===== config.mk =====
export PLATFORM = sky130hd
export DESIGN_NAME = advert_admission_filter_unit
export DESIGN_NICKNAME = d
export VERILOG_FILES = /design/src/design/aaf_pkg.sv /design/src/design/aaf_ram.sv /design/src/design/aaf_scan.sv /design/src/design/advert_admission_filter_unit.sv
export SDC_FILE = /design/constraint.sdc
export NUM_CORES = 2
export LEC_CHECK = 0
export BUFFER_PORTS_ARGS = -buffer_cell sky130_fd_sc_hd__buf_2
export CORE_UTILIZATION = 59
export DETAILED_ROUTE_END_ITERATION = 10
export PLACE_DENSITY_LB_ADDON = 0.2
export SYNTH_ARGS = -nofsm -noshare
export SYNTH_HDL_FRONTEND = slang
export SYNTH_SLANG_ARGS = --single-unit

===== constraint.sdc =====
create_clock -name clk -period 5.9 [get_ports clk]
set_clock_uncertainty 0.05 [all_clocks]
set_input_delay 0.295 -clock clk [delete_from_list [all_inputs] [get_ports clk]]
set_output_delay 0.295 -clock clk [all_outputs]
set_load 0.03 [all_outputs]

===== src/design/aaf_pkg.sv =====
package aaf_pkg;

	localparam int LIST_DEPTH  = 32;
	localparam int MAX_PAYLOAD = 48;

	localparam int ADDR_W    = 48;
	localparam int IDX_W     = (LIST_DEPTH > 1) ? $clog2(LIST_DEPTH) : 1;
	localparam int CNT_W     = $clog2(LIST_DEPTH + 1);
	localparam int CFG_IDX_W = 3;

	// request kinds
	localparam logic [1:0] REQ_ADVERT     = 2'd0;
	localparam logic [1:0] REQ_WRITE      = 2'd1;
	localparam logic [1:0] REQ_READ_CLEAR = 2'd2;

	// verdict codes
	localparam logic [2:0] V_OK        = 3'd0;
	localparam logic [2:0] V_NOT_READY = 3'd1;
	localparam logic [2:0] V_WRONG_CMD = 3'd2;
	localparam logic [2:0] V_TOO_LONG  = 3'd3;
	localparam logic [2:0] V_EMPTY     = 3'd4;
	localparam logic [2:0] V_FILTERED  = 3'd5;
	localparam logic [2:0] V_UNSYNCED  = 3'd6;

	// configuration register indexes
	localparam logic [CFG_IDX_W-1:0] CFG_LIST_SIZE      = 3'd0;
	localparam logic [CFG_IDX_W-1:0] CFG_ALLOW_MODE     = 3'd1;
	localparam logic [CFG_IDX_W-1:0] CFG_REQ_TIME_SYNC  = 3'd2;
	localparam logic [CFG_IDX_W-1:0] CFG_RX_CONFIGURED  = 3'd3;
	localparam logic [CFG_IDX_W-1:0] CFG_SETTINGS_READY = 3'd4;

	typedef enum logic {
		ST_IDLE,
		ST_SCAN
	} state_t;

	typedef struct packed {
		logic              go;
		logic [ADDR_W-1:0] key;
		logic [CNT_W-1:0]  n;
	} scan_req_t;

	typedef struct packed {
		logic done;
		logic hit;
	} scan_rsp_t;

endpackage


===== src/design/aaf_ram.sv =====
module aaf_ram #(
	parameter int WIDTH = 8,
	parameter int DEPTH = 16,
	parameter int AW    = (DEPTH > 1) ? $clog2(DEPTH) : 1
) (
	input  logic             clk,
	input  logic             we,
	input  logic [AW-1:0]    waddr,
	input  logic [WIDTH-1:0] wdata,
	input  logic             re,
	input  logic [AW-1:0]    raddr,
	output logic [WIDTH-1:0] rdata
);

	logic [WIDTH-1:0] mem [DEPTH];

	always_ff @(posedge clk) begin
		if (we) begin
			mem[waddr] <= wdata;
		end
		if (re) begin
			rdata <= mem[raddr];
		end
	end

endmodule


===== src/design/aaf_scan.sv =====
module aaf_scan (
	input  logic                        clk,
	input  logic                        arst_n,
	input  aaf_pkg::scan_req_t          req,
	output aaf_pkg::scan_rsp_t          rsp,
	output logic                        rd_en,
	output logic [aaf_pkg::IDX_W-1:0]   rd_addr,
	input  logic [aaf_pkg::ADDR_W-1:0]  rd_data
);
	import aaf_pkg::*;

	logic              active_q;
	logic [CNT_W-1:0]  idx_q;
	logic [CNT_W-1:0]  n_q;
	logic [ADDR_W-1:0] key_q;
	logic              hit_q;
	logic              rd_s1;
	logic              last_s1;
	logic              is_last;
	logic              match;

	assign is_last = (idx_q == (n_q - CNT_W'(1)));
	assign rd_en   = active_q;
	assign rd_addr = idx_q[IDX_W-1:0];
	assign match   = (rd_data == key_q);

	assign rsp.done = rd_s1 && last_s1;
	assign rsp.hit  = hit_q || (rd_s1 && match);

	always_ff @(posedge clk or negedge arst_n) begin
		if (!arst_n) begin
			active_q <= 1'b0;
			idx_q    <= '0;
			rd_s1    <= 1'b0;
			last_s1  <= 1'b0;
			hit_q    <= 1'b0;
		end else begin
			rd_s1   <= active_q;
			last_s1 <= active_q && is_last;
			if (req.go) begin
				active_q <= 1'b1;
				idx_q    <= '0;
				hit_q    <= 1'b0;
			end else begin
				if (active_q) begin
					idx_q <= idx_q + CNT_W'(1);
					if (is_last) begin
						active_q <= 1'b0;
					end
				end
				// sticky hit over the compare stage
				if (rd_s1 && match) begin
					hit_q <= 1'b1;
				end
			end
		end
	end

	always_ff @(posedge clk) begin
		if (req.go) begin
			key_q <= req.key;
			n_q   <= req.n;
		end
	end

endmodule


===== src/design/advert_admission_filter_unit.sv =====
// Admission filter for received advertisements. A beat is taken when start is high and busy
// is low; every beat gives exactly one result, shown for one cycle with done high, and the
// receiver cannot hold it off. List writes, counter read-and-clear requests and adverts that
// are settled before the address check answer in the cycle after acceptance, and the next
// beat can be taken right away. An advert that reaches the address check scans the first
// min(list_size, 32) list entries, one entry per cycle, through the memory's single read port;
// busy is high over the scan and the result comes in the first cycle busy is low. The user
// writes configuration over the always-ready cfg channel only while idle; the block does not
// enforce it. The list memory is not cleared at reset; entries in use must be written first.
module advert_admission_filter_unit (
	input  logic                           clk,
	input  logic                           arst_n,
	input  logic                           start,
	output logic                           busy,
	input  logic [1:0]                     req_type,
	input  logic [47:0]                    station_address,
	input  logic [4:0]                     entry_slot,
	input  logic                           is_report_command,
	input  logic [7:0]                     payload_length,
	input  logic                           time_synced,
	output logic                           done,
	output logic [2:0]                     verdict,
	output logic                           restart_silence_timer,
	output logic [31:0]                    count_value,
	input  logic                           cfg_valid,
	output logic                           cfg_ready,
	input  logic [aaf_pkg::CFG_IDX_W-1:0]  cfg_index,
	input  logic [31:0]                    cfg_data
);
	import aaf_pkg::*;

	state_t state_q, state_d;

	logic [5:0]  list_size_q;
	logic        allow_mode_q;
	logic        req_sync_q;
	logic        rx_cfg_q;
	logic        set_ready_q;
	logic [31:0] cnt_q;
	logic        synced_q;

	logic        accept;
	logic        imm_done;
	logic [2:0]  imm_verdict;
	logic        imm_restart;
	logic [31:0] imm_count;
	logic        need_scan;
	logic        cnt_inc;
	logic        cnt_clr;
	logic        slot_ok;
	logic        wr_en;
	logic [IDX_W-1:0] wr_addr;
	logic [CNT_W-1:0] list_n;

	logic [2:0]  res_verdict;
	logic        res_restart;
	logic        filtered;

	scan_req_t   scan_req;
	scan_rsp_t   scan_rsp;
	logic             rd_en;
	logic [IDX_W-1:0] rd_addr;
	logic [ADDR_W-1:0] rd_data;

	assign cfg_ready = 1'b1;
	assign busy      = (state_q == ST_SCAN);
	assign accept    = start && !busy;

	assign slot_ok = ({27'd0, entry_slot} < 32'(LIST_DEPTH));
	assign wr_addr = IDX_W'({27'd0, entry_slot});
	assign wr_en   = accept && (req_type == REQ_WRITE) && slot_ok;
	assign list_n  = (32'(list_size_q) > 32'(LIST_DEPTH)) ? CNT_W'(LIST_DEPTH)
	                                                      : CNT_W'(list_size_q);

	// request decode and the checks that need no list access
	always_comb begin
		imm_done    = 1'b0;
		imm_verdict = V_OK;
		imm_restart = 1'b0;
		imm_count   = '0;
		need_scan   = 1'b0;
		cnt_inc     = 1'b0;
		cnt_clr     = 1'b0;
		if (accept) begin
			unique case (req_type)
				REQ_ADVERT: begin
					if (!rx_cfg_q || !set_ready_q) begin
						imm_done    = 1'b1;
						imm_verdict = V_NOT_READY;
					end else begin
						cnt_inc = 1'b1;
						if (!is_report_command) begin
							imm_done    = 1'b1;
							imm_verdict = V_WRONG_CMD;
						end else if (32'(payload_length) > 32'(MAX_PAYLOAD)) begin
							imm_done    = 1'b1;
							imm_verdict = V_TOO_LONG;
						end else if (payload_length == 8'd0) begin
							imm_done    = 1'b1;
							imm_verdict = V_EMPTY;
						end else if (list_size_q == 6'd0) begin
							imm_done    = 1'b1;
							imm_restart = 1'b1;
							imm_verdict = (req_sync_q && !time_synced) ? V_UNSYNCED : V_OK;
						end else begin
							need_scan = 1'b1;
						end
					end
				end
				REQ_READ_CLEAR: begin
					imm_done  = 1'b1;
					imm_count = cnt_q;
					cnt_clr   = 1'b1;
				end
				default: begin
					imm_done = 1'b1;
				end
			endcase
		end
	end

	assign scan_req.go  = need_scan;
	assign scan_req.key = station_address;
	assign scan_req.n   = list_n;

	// verdict after the list scan
	assign filtered    = allow_mode_q ? !scan_rsp.hit : scan_rsp.hit;
	assign res_restart = !filtered;
	assign res_verdict = filtered ? V_FILTERED :
	                     (req_sync_q && !synced_q) ? V_UNSYNCED : V_OK;

	always_comb begin
		state_d = state_q;
		unique case (state_q)
			ST_IDLE: if (need_scan) state_d = ST_SCAN;
			ST_SCAN: if (scan_rsp.done) state_d = ST_IDLE;
			default: state_d = ST_IDLE;
		endcase
	end

	always_ff @(posedge clk or negedge arst_n) begin
		if (!arst_n) begin
			state_q      <= ST_IDLE;
			done         <= 1'b0;
			cnt_q        <= '0;
			list_size_q  <= '0;
			allow_mode_q <= 1'b0;
			req_sync_q   <= 1'b0;
			rx_cfg_q     <= 1'b0;
			set_ready_q  <= 1'b0;
		end else begin
			state_q <= state_d;
			done    <= imm_done || scan_rsp.done;
			if (cnt_clr) begin
				cnt_q <= '0;
			end else if (cnt_inc) begin
				cnt_q <= cnt_q + 32'd1;
			end
			if (cfg_valid && cfg_ready) begin
				unique case (cfg_index)
					CFG_LIST_SIZE:      list_size_q  <= cfg_data[5:0];
					CFG_ALLOW_MODE:     allow_mode_q <= cfg_data[0];
					CFG_REQ_TIME_SYNC:  req_sync_q   <= cfg_data[0];
					CFG_RX_CONFIGURED:  rx_cfg_q     <= cfg_data[0];
					CFG_SETTINGS_READY: set_ready_q  <= cfg_data[0];
					default: ;
				endcase
			end
		end
	end

	always_ff @(posedge clk) begin
		if (need_scan) begin
			synced_q <= time_synced;
		end
		if (scan_rsp.done) begin
			verdict               <= res_verdict;
			restart_silence_timer <= res_restart;
			count_value           <= '0;
		end else if (imm_done) begin
			verdict               <= imm_verdict;
			restart_silence_timer <= imm_restart;
			count_value           <= imm_count;
		end
	end

	aaf_ram #(
		.WIDTH (ADDR_W),
		.DEPTH (LIST_DEPTH)
	) u_list_ram (
		.clk   (clk),
		.we    (wr_en),
		.waddr (wr_addr),
		.wdata (station_address),
		.re    (rd_en),
		.raddr (rd_addr),
		.rdata (rd_data)
	);

	aaf_scan u_scan (
		.clk     (clk),
		.arst_n  (arst_n),
		.req     (scan_req),
		.rsp     (scan_rsp),
		.rd_en   (rd_en),
		.rd_addr (rd_addr),
		.rd_data (rd_data)
	);

endmodule


# Yosys cells after proc, flatten, opt, wreduce, memory -nomap -nowiden
# Memory sizes are Yosys's and may differ from the RTL's. A register that Yosys moved wholly into a read port is not among the register bits.
# Index checks and enable logic that the tools add are counted.
# classes
n_reduce_logical	30
bitwise	1
n_addsub	3
mux	56
order_cmp	2
n_div	0
n_shift	0
eq_ne	8
n_mul	0
# ops
op	n
two-way mux 32 bit	4
equality test 48 bit	1
two-way mux 1 bit	37
two-way mux 3 bit	12
adder 32 x 1 -> 32 bit, second input constant	1
two-way mux 6 bit	2
AND reduction 2 bit	5
greater-than comparator 8 x 6 -> 1 bit, second input constant	1
zero test 8 bit	1
nonzero test 2 bit	4
logical AND 1 bit	7
zero test 1 bit	7
adder 6 x 1 -> 6 bit, second input constant	1
equality test 3 x 2 -> 1 bit, second input constant	2
equality test 6 bit	1
greater-than comparator 6 bit, second input constant	1
zero test 6 bit	1
subtractor 6 x 1 -> 6 bit, second input constant	1
equality test 3 x 1 -> 1 bit, second input constant	1
equality test 3 bit, second input constant	1
zero test 3 bit	1
logical OR 1 bit	3
equality test 2 x 1 -> 1 bit, second input constant	1
equality test 2 bit, second input constant	1
other kinds (3)	3
# word_totals
romBits	0
ramBits	1536
wordCells	120
reg_bits	145
n_memories	1
out_inout_bits	39
latchBits	0
in_bits	104
# memory_table
name	depth	width	read_ports	rd_ports_with_merged_regs	write_ports	line	rtl
u_list_ram.mem	32	48	1	1	1	aaf_ram.sv:15	logic [WIDTH-1:0] mem [DEPTH];

# Longest topological paths before layout
# depth
ltp_word	12
depth_mapped	8
ltp_nobuf	7

# Cells and area by module
# A second synthesis with hierarchy kept.
# unflattened
cells_unflattened	3971
hier_area_um2	67890.1
# by_module_without_submodules
module	cells_each	seq_area_each_um2	area_per_inst_um2	instances
aaf_ram	3364	47565.6	61205.0	1
advert_admission_filter_unit	423	1891.8	3926.3	1
aaf_scan	184	1871.8	2758.9	1

# Worst setup path before layout
# OpenSTA, ideal clock, no wires.
# synth_timing
kind	in2reg
start	input port payload_length[3]
end	register synced_q (enable)
setup_ns	0.516
cell_stages	4
required_time_ns	5.334
slack_ns	0.989
arrival_time_ns	4.345
n_path_buf	0
cell_sequence	or4_1 -> nand3_1 -> nand2_1 -> nor4_2
# synth_between
elab_chain_len	7
word_cells_on_any_way	8
classes_between	order compare (1); mux (6); reduce/logical (1)
# synth_lines
element	line	rtl
start: declaration	advert_admission_filter_unit.sv:19	input logic [7:0] payload_length,
branches (longest 2 deep; another with greater-than comparator 8 x 6 -> 1 bit)	-	
two-way mux 1 bit *	advert_admission_filter_unit.sv:95	end else if (32'(payload_length) > 32'(MAX_PAYLOAD)) begin
two-way mux 1 bit *	advert_admission_filter_unit.sv:92	if (!is_report_command) begin
two-way mux 1 bit *	advert_admission_filter_unit.sv:87	if (!rx_cfg_q || !set_ready_q) begin
two-way mux 1 bit *	advert_admission_filter_unit.sv:85	unique case (req_type)
two-way mux 1 bit *	advert_admission_filter_unit.sv:84	if (accept) begin
named net need_scan	advert_admission_filter_unit.sv:47	logic need_scan;
end signal: assignment	advert_admission_filter_unit.sv:174	synced_q <= time_synced;
end: declaration	advert_admission_filter_unit.sv:40	logic synced_q;
# Mark *: on every way through the listed nets, which the timed path passes.
# A chain may end at the register's enable or synchronous reset.

# Worst setup path after layout
# layout_timing
start	register state_q, in the netlist busy
end	memory u_list_ram.mem[20][6] in the netlist's numbering (enable)
# layout_between
elab_chain_len	5
# layout_lines
element	line	rtl
start: declaration	advert_admission_filter_unit.sv:32	state_t state_q, state_d;
start signal: assignment	advert_admission_filter_unit.sv:152	state_q <= state_d;
zero test 1 bit	advert_admission_filter_unit.sv:67	assign accept = start && !busy;
logical AND 1 bit	advert_admission_filter_unit.sv:67	
logical AND 1 bit	advert_admission_filter_unit.sv:71	assign wr_en = accept && (req_type == REQ_WRITE) && slot_ok;
two-way mux 1 bit	aaf_ram.sv:18	if (we) begin
two-way mux 1 bit (implied by the code)	aaf_ram.sv:19	mem[waddr] <= wdata;
end: declaration	aaf_ram.sv:15	
# Every way passes these cells.

==> results.py <==
metrics = {
    "status": {
        "status": "complete, no violations",
    },
    "global_routing": {
        "antenna_found_initial": 8,
        "grt_pass1_vias": 30982,
        "grt_usage": 0.265,
        "overflow": 0,
        "grt_max_degree": 110,
        "grt_first_pass_wirelength_um": 211000,
    },
    "route": {
        "post_drt_via_cell_ratio": 6.49,
        "wl_per_cell_um": 31.0,
        "wl_um": 145000,
        "vias": 30429,
        "drt_first_pass_iters": 5,
        "drt.antenna.violating_nets": 0,
        "first_iter_violations": 3689,
        "drc": 0,
    },
    "power_and_ir_drop": {
        "p_switching_w": 0.00784,
        "sw_frac_of_total": 0.250,
        "vdd_drop_max_mv": 0.388,
        "power_density_mw_per_mm2": 420,
        "seqPwrFrac": 0.447,
        "comb_power_share": 0.217,
        "p_clk_frac": 0.336,
        "cellLeakagePower_nw": 23.9,
        "intPower_w": 0.0236,
    },
    "worst_hold_path": {
        "min_from": "station_address[39]",
        "hp-class": "input pin to flop",
        "holdPathEnd": "u_list_ram.mem[1][39]",
        "hold_depth": 1,
    },
    "yosys": {
        "synthCells": 2770,
        "netlist_area_mm2": 0.0658,
        "yosysSeqAreaShare": 0.780,
        "yosysUniqueCellTypes": 55,
        "syn_nets": 2877,
        "yosys_warnings": 0,
        "synth-edff-count": 1643,
        "ys_ff_latch": 1729,
        "synth_ff_type": "edfxtp_1",
        "async_reset_ff_frac": 0.0312,
        "syn_avg_cell_area_um2": 23.7,
    },
    "clock_tree": {
        "cts_buffer_depth": 3,
        "path_clk_slew_ns": 0.06,
        "cts_sinks": 1729,
        "cts_resized": 0,
        "numCtsBuffers": 169,
        "cts-htree-levels": 4,
        "cts_tree": "done",
        "clk_latency_ns": 0.78,
        "cts_root_buf": "clkbuf_16",
    },
    "place": {
        "placed_area_mm2": 0.0687,
        "numPortBuffers": 115,
        "gp_congestion": 0.799,
        "dp_hpwl_um": 71800,
        "post-place-ws_ns": 1.69,
        "dp.cells": 4311,
    },
    "floorplan": {
        "start_util": 0.595,
        "dieArea_mm2": 0.113,
        "coreArea_mm2": 0.111,
        "fp-row-count": 122,
        "die_height_um": 336,
        "dieWidth_um": 336,
        "ioPinCount": 143,
    },
    "cells_and_area": {
        "finalNonFillerCells": 4690,
        "nFillCells": 6702,
        "register_area_mm2": 0.0514,
        "drive_gt1_frac": 0.315,
        "syn2layout_area_growth_pct": 13.8,
        "multi_input_area_mm2": 0.0141,
        "final_area_mm2": 0.0749,
        "nNetsFinal": 3167,
    },
    "sta": {
        "setup_tns_ns": 0,
        "fmax_mhz": 238,
        "final_hold_viol_count": 0,
        "tightest_slew_ns": 1.31,
        "period_needed_ns": 4.21,
        "max-slew-margin-rel": 0.116,
        "finalSetupViolations": 0,
        "rsz0062_at_grt": "no",
        "fin_ws_ns": 1.69,
        "finalCritPeriodShare": 0.713,
        "slew_viol_final": 0,
    },
    "critical_path": {
        "start_kind": "flop",
        "r2r_start": "busy",
        "cp_data_arrival_time_ns": 4.57,
        "cp.required_ns": 6.26,
        "ff2ff_path_depth": 6,
        "r2r_end": "u_list_ram.mem[20][6]",
        "rrSetupSlack_ns": 1.69,
        "path_max_fanout": 19,
        "end_kind": "flop",
        "criticalPathCategory": "flop to flop",
    },
    "flow_run": {
        "max-cap-violations": 0,
    },
}
## registers in the layout, summed over array words and instances (netlist names), 3 cells and up
register,flops
u_scan.idx_q,6
u_scan.n_q,6
u_scan.key_q,48
u_list_ram.rdata,48
list_size_q,6
count_value,32
verdict,3
cnt_q,32
u_list_ram.mem,1536
## layout make-up
class	count	area share
sequential	1729	0.686
multi-input combinational	902	0.189
clock buffer	219	0.0601
timing repair buffer	251	0.0274
tap	1488	0.0249
clock inverter	93	0.0127
inverter	7	0.000351
antenna	1	0.0000334
## how the worst max path moves through the flow
stage | from | endpoint | slack [ns] | depth (start not counted)
finish | busy | u_list_ram.mem[20][6] | 1.69 | 6
global route | busy | u_list_ram.mem[20][10] | 1.54 | 6
CTS | busy | u_list_ram.mem[20][6] | 1.66 | 6
detailed placement | busy | u_list_ram.mem[20][6] | 1.69 | 6
global placement | busy | u_list_ram.mem[20][10] | 1.74 | 6
floorplan | payload_length[3] | synced_q | 0.99 | 4
## cells by family (layout without fill, tap and decap cells)
| kind of cell | after synthesis | count (layout) | synth area share |
|---|---|---|---|
| AO/OA/AOI/OAI | 51 | 51 | 0.00614 |
| adder cells (fa/ha/maj) | 3 | 3 | 0.000571 |
| AND/OR/NAND/NOR | 218 | 218 | 0.0174 |
| flip-flops | 1729 | 1729 | 0.780 |
| XOR/XNOR | 89 | 89 | 0.0119 |
| buffers and inverters | 139 | 570 | 0.00890 |
| multiplexers | 540 | 540 | 0.175 |
| other | 1 | 2 | 0.0000570 |
## through the flow
step | hold slack [ns] | util | total power, W
5_1_grt | 0.0352 | 0.677 | 0.0325
3_5_place_dp | 0.413 | 0.622 | 0.0211
3_3_place_gp | 0.407 | 0.622 | 0.0210
6_report | 0.0519 | 0.677 | 0.0314
4_1_cts | 0.00763 | 0.677 | 0.0317
2_1_floorplan | -0.0506 | - | 0.0194
## Yosys cell counts, types with 2 or more instances
cell type  number  share of area
a21o_1          2        0.00023
a21oi_1         5        0.00038
a22o_1         33         0.0044
a31oi_1         2        0.00019
and2_1          2        0.00019
and3_1          5        0.00048
buf_1          17        0.00097
buf_2          42         0.0032
clkbuf_1       71         0.0041
dfrtp_1        54          0.021
dfxtp_1        32         0.0097
edfxtp_1     1643           0.75
ha_1            3        0.00057
inv_1           7        0.00040
mux2_2         58         0.0099
mux2i_1         2        0.00030
mux4_2        480           0.16
nand2_1        25         0.0014
nand2b_1        7        0.00067
nand3_1        19         0.0014
nand3b_1        5        0.00057
nand4_1        14         0.0013
nand4b_1        2        0.00027
nor2_1         84         0.0048
nor2b_1        10        0.00095
nor3_1          8        0.00061
nor3b_1         2        0.00023
nor4_1         11         0.0010
nor4bb_1        2        0.00030
o21ai_0         2        0.00015
o21ai_1         2        0.00015
or3_1           5        0.00048
or4_1           5        0.00057
xnor2_1        26         0.0035
xor2_1         63         0.0084
## timing repair
action | CTS | global route
endpoints found under the hold margin | 1441 | 0
setup buffers | 0 | 0
hold buffers | 66 | 0
## metal layers
metal	up-vias	share of wire	global-route usage
met4	12	0.022	0.0675
li1	12378	-	-
met1	16306	0.40	0.385
met5	-	0.00039	0
met3	240	0.089	0.0502
met2	1493	0.49	0.422
## layout by cell type (no fill, tap or decap), types with 11 or more instances in the layout
master | netlist | final
clkinv_1 | 0 | 33
nor2_4 | 0 | 32
nor4_1 | 11 | 11
nor2_1 | 84 | 52
buf_12 | 0 | 23
buf_4 | 1 | 47
buf_2 | 42 | 115
a22o_1 | 33 | 33
clkbuf_1 | 71 | 45
clkinv_2 | 0 | 28
bufinv_16 | 0 | 15
mux4_2 | 480 | 480
xor2_1 | 63 | 63
nand3_1 | 19 | 19
dlygate4sd3_1 | 0 | 66
xnor2_1 | 26 | 26
clkbuf_16 | 0 | 172
nand4_1 | 14 | 14
dfrtp_1 | 54 | 48
edfxtp_1 | 1643 | 1643
dfxtp_1 | 32 | 32
mux2_2 | 58 | 58
nand2_1 | 25 | 25
## power groups by stage
stage	registers, W	clock network (W)	logic (W)
CTS	0.0140	0.0107	0.00691
global route	0.0141	0.0112	0.00723
finish	0.0140	0.0106	0.00681
floorplan	0.0140	0	0.00536
detailed placement	0.0143	0	0.00682
global placement	0.0143	0	0.00672
## worst max-delay path, cell delays in order (launching register included)
cell      delay [ns]
dfrtp_1         0.41
nand2b_1        0.34
nor3b_1         0.78
nor2b_1         0.29
nand2b_1        0.50
nor2_4          0.94
buf_4           0.51
No activity file was read; power rests on OpenSTA's default activity.
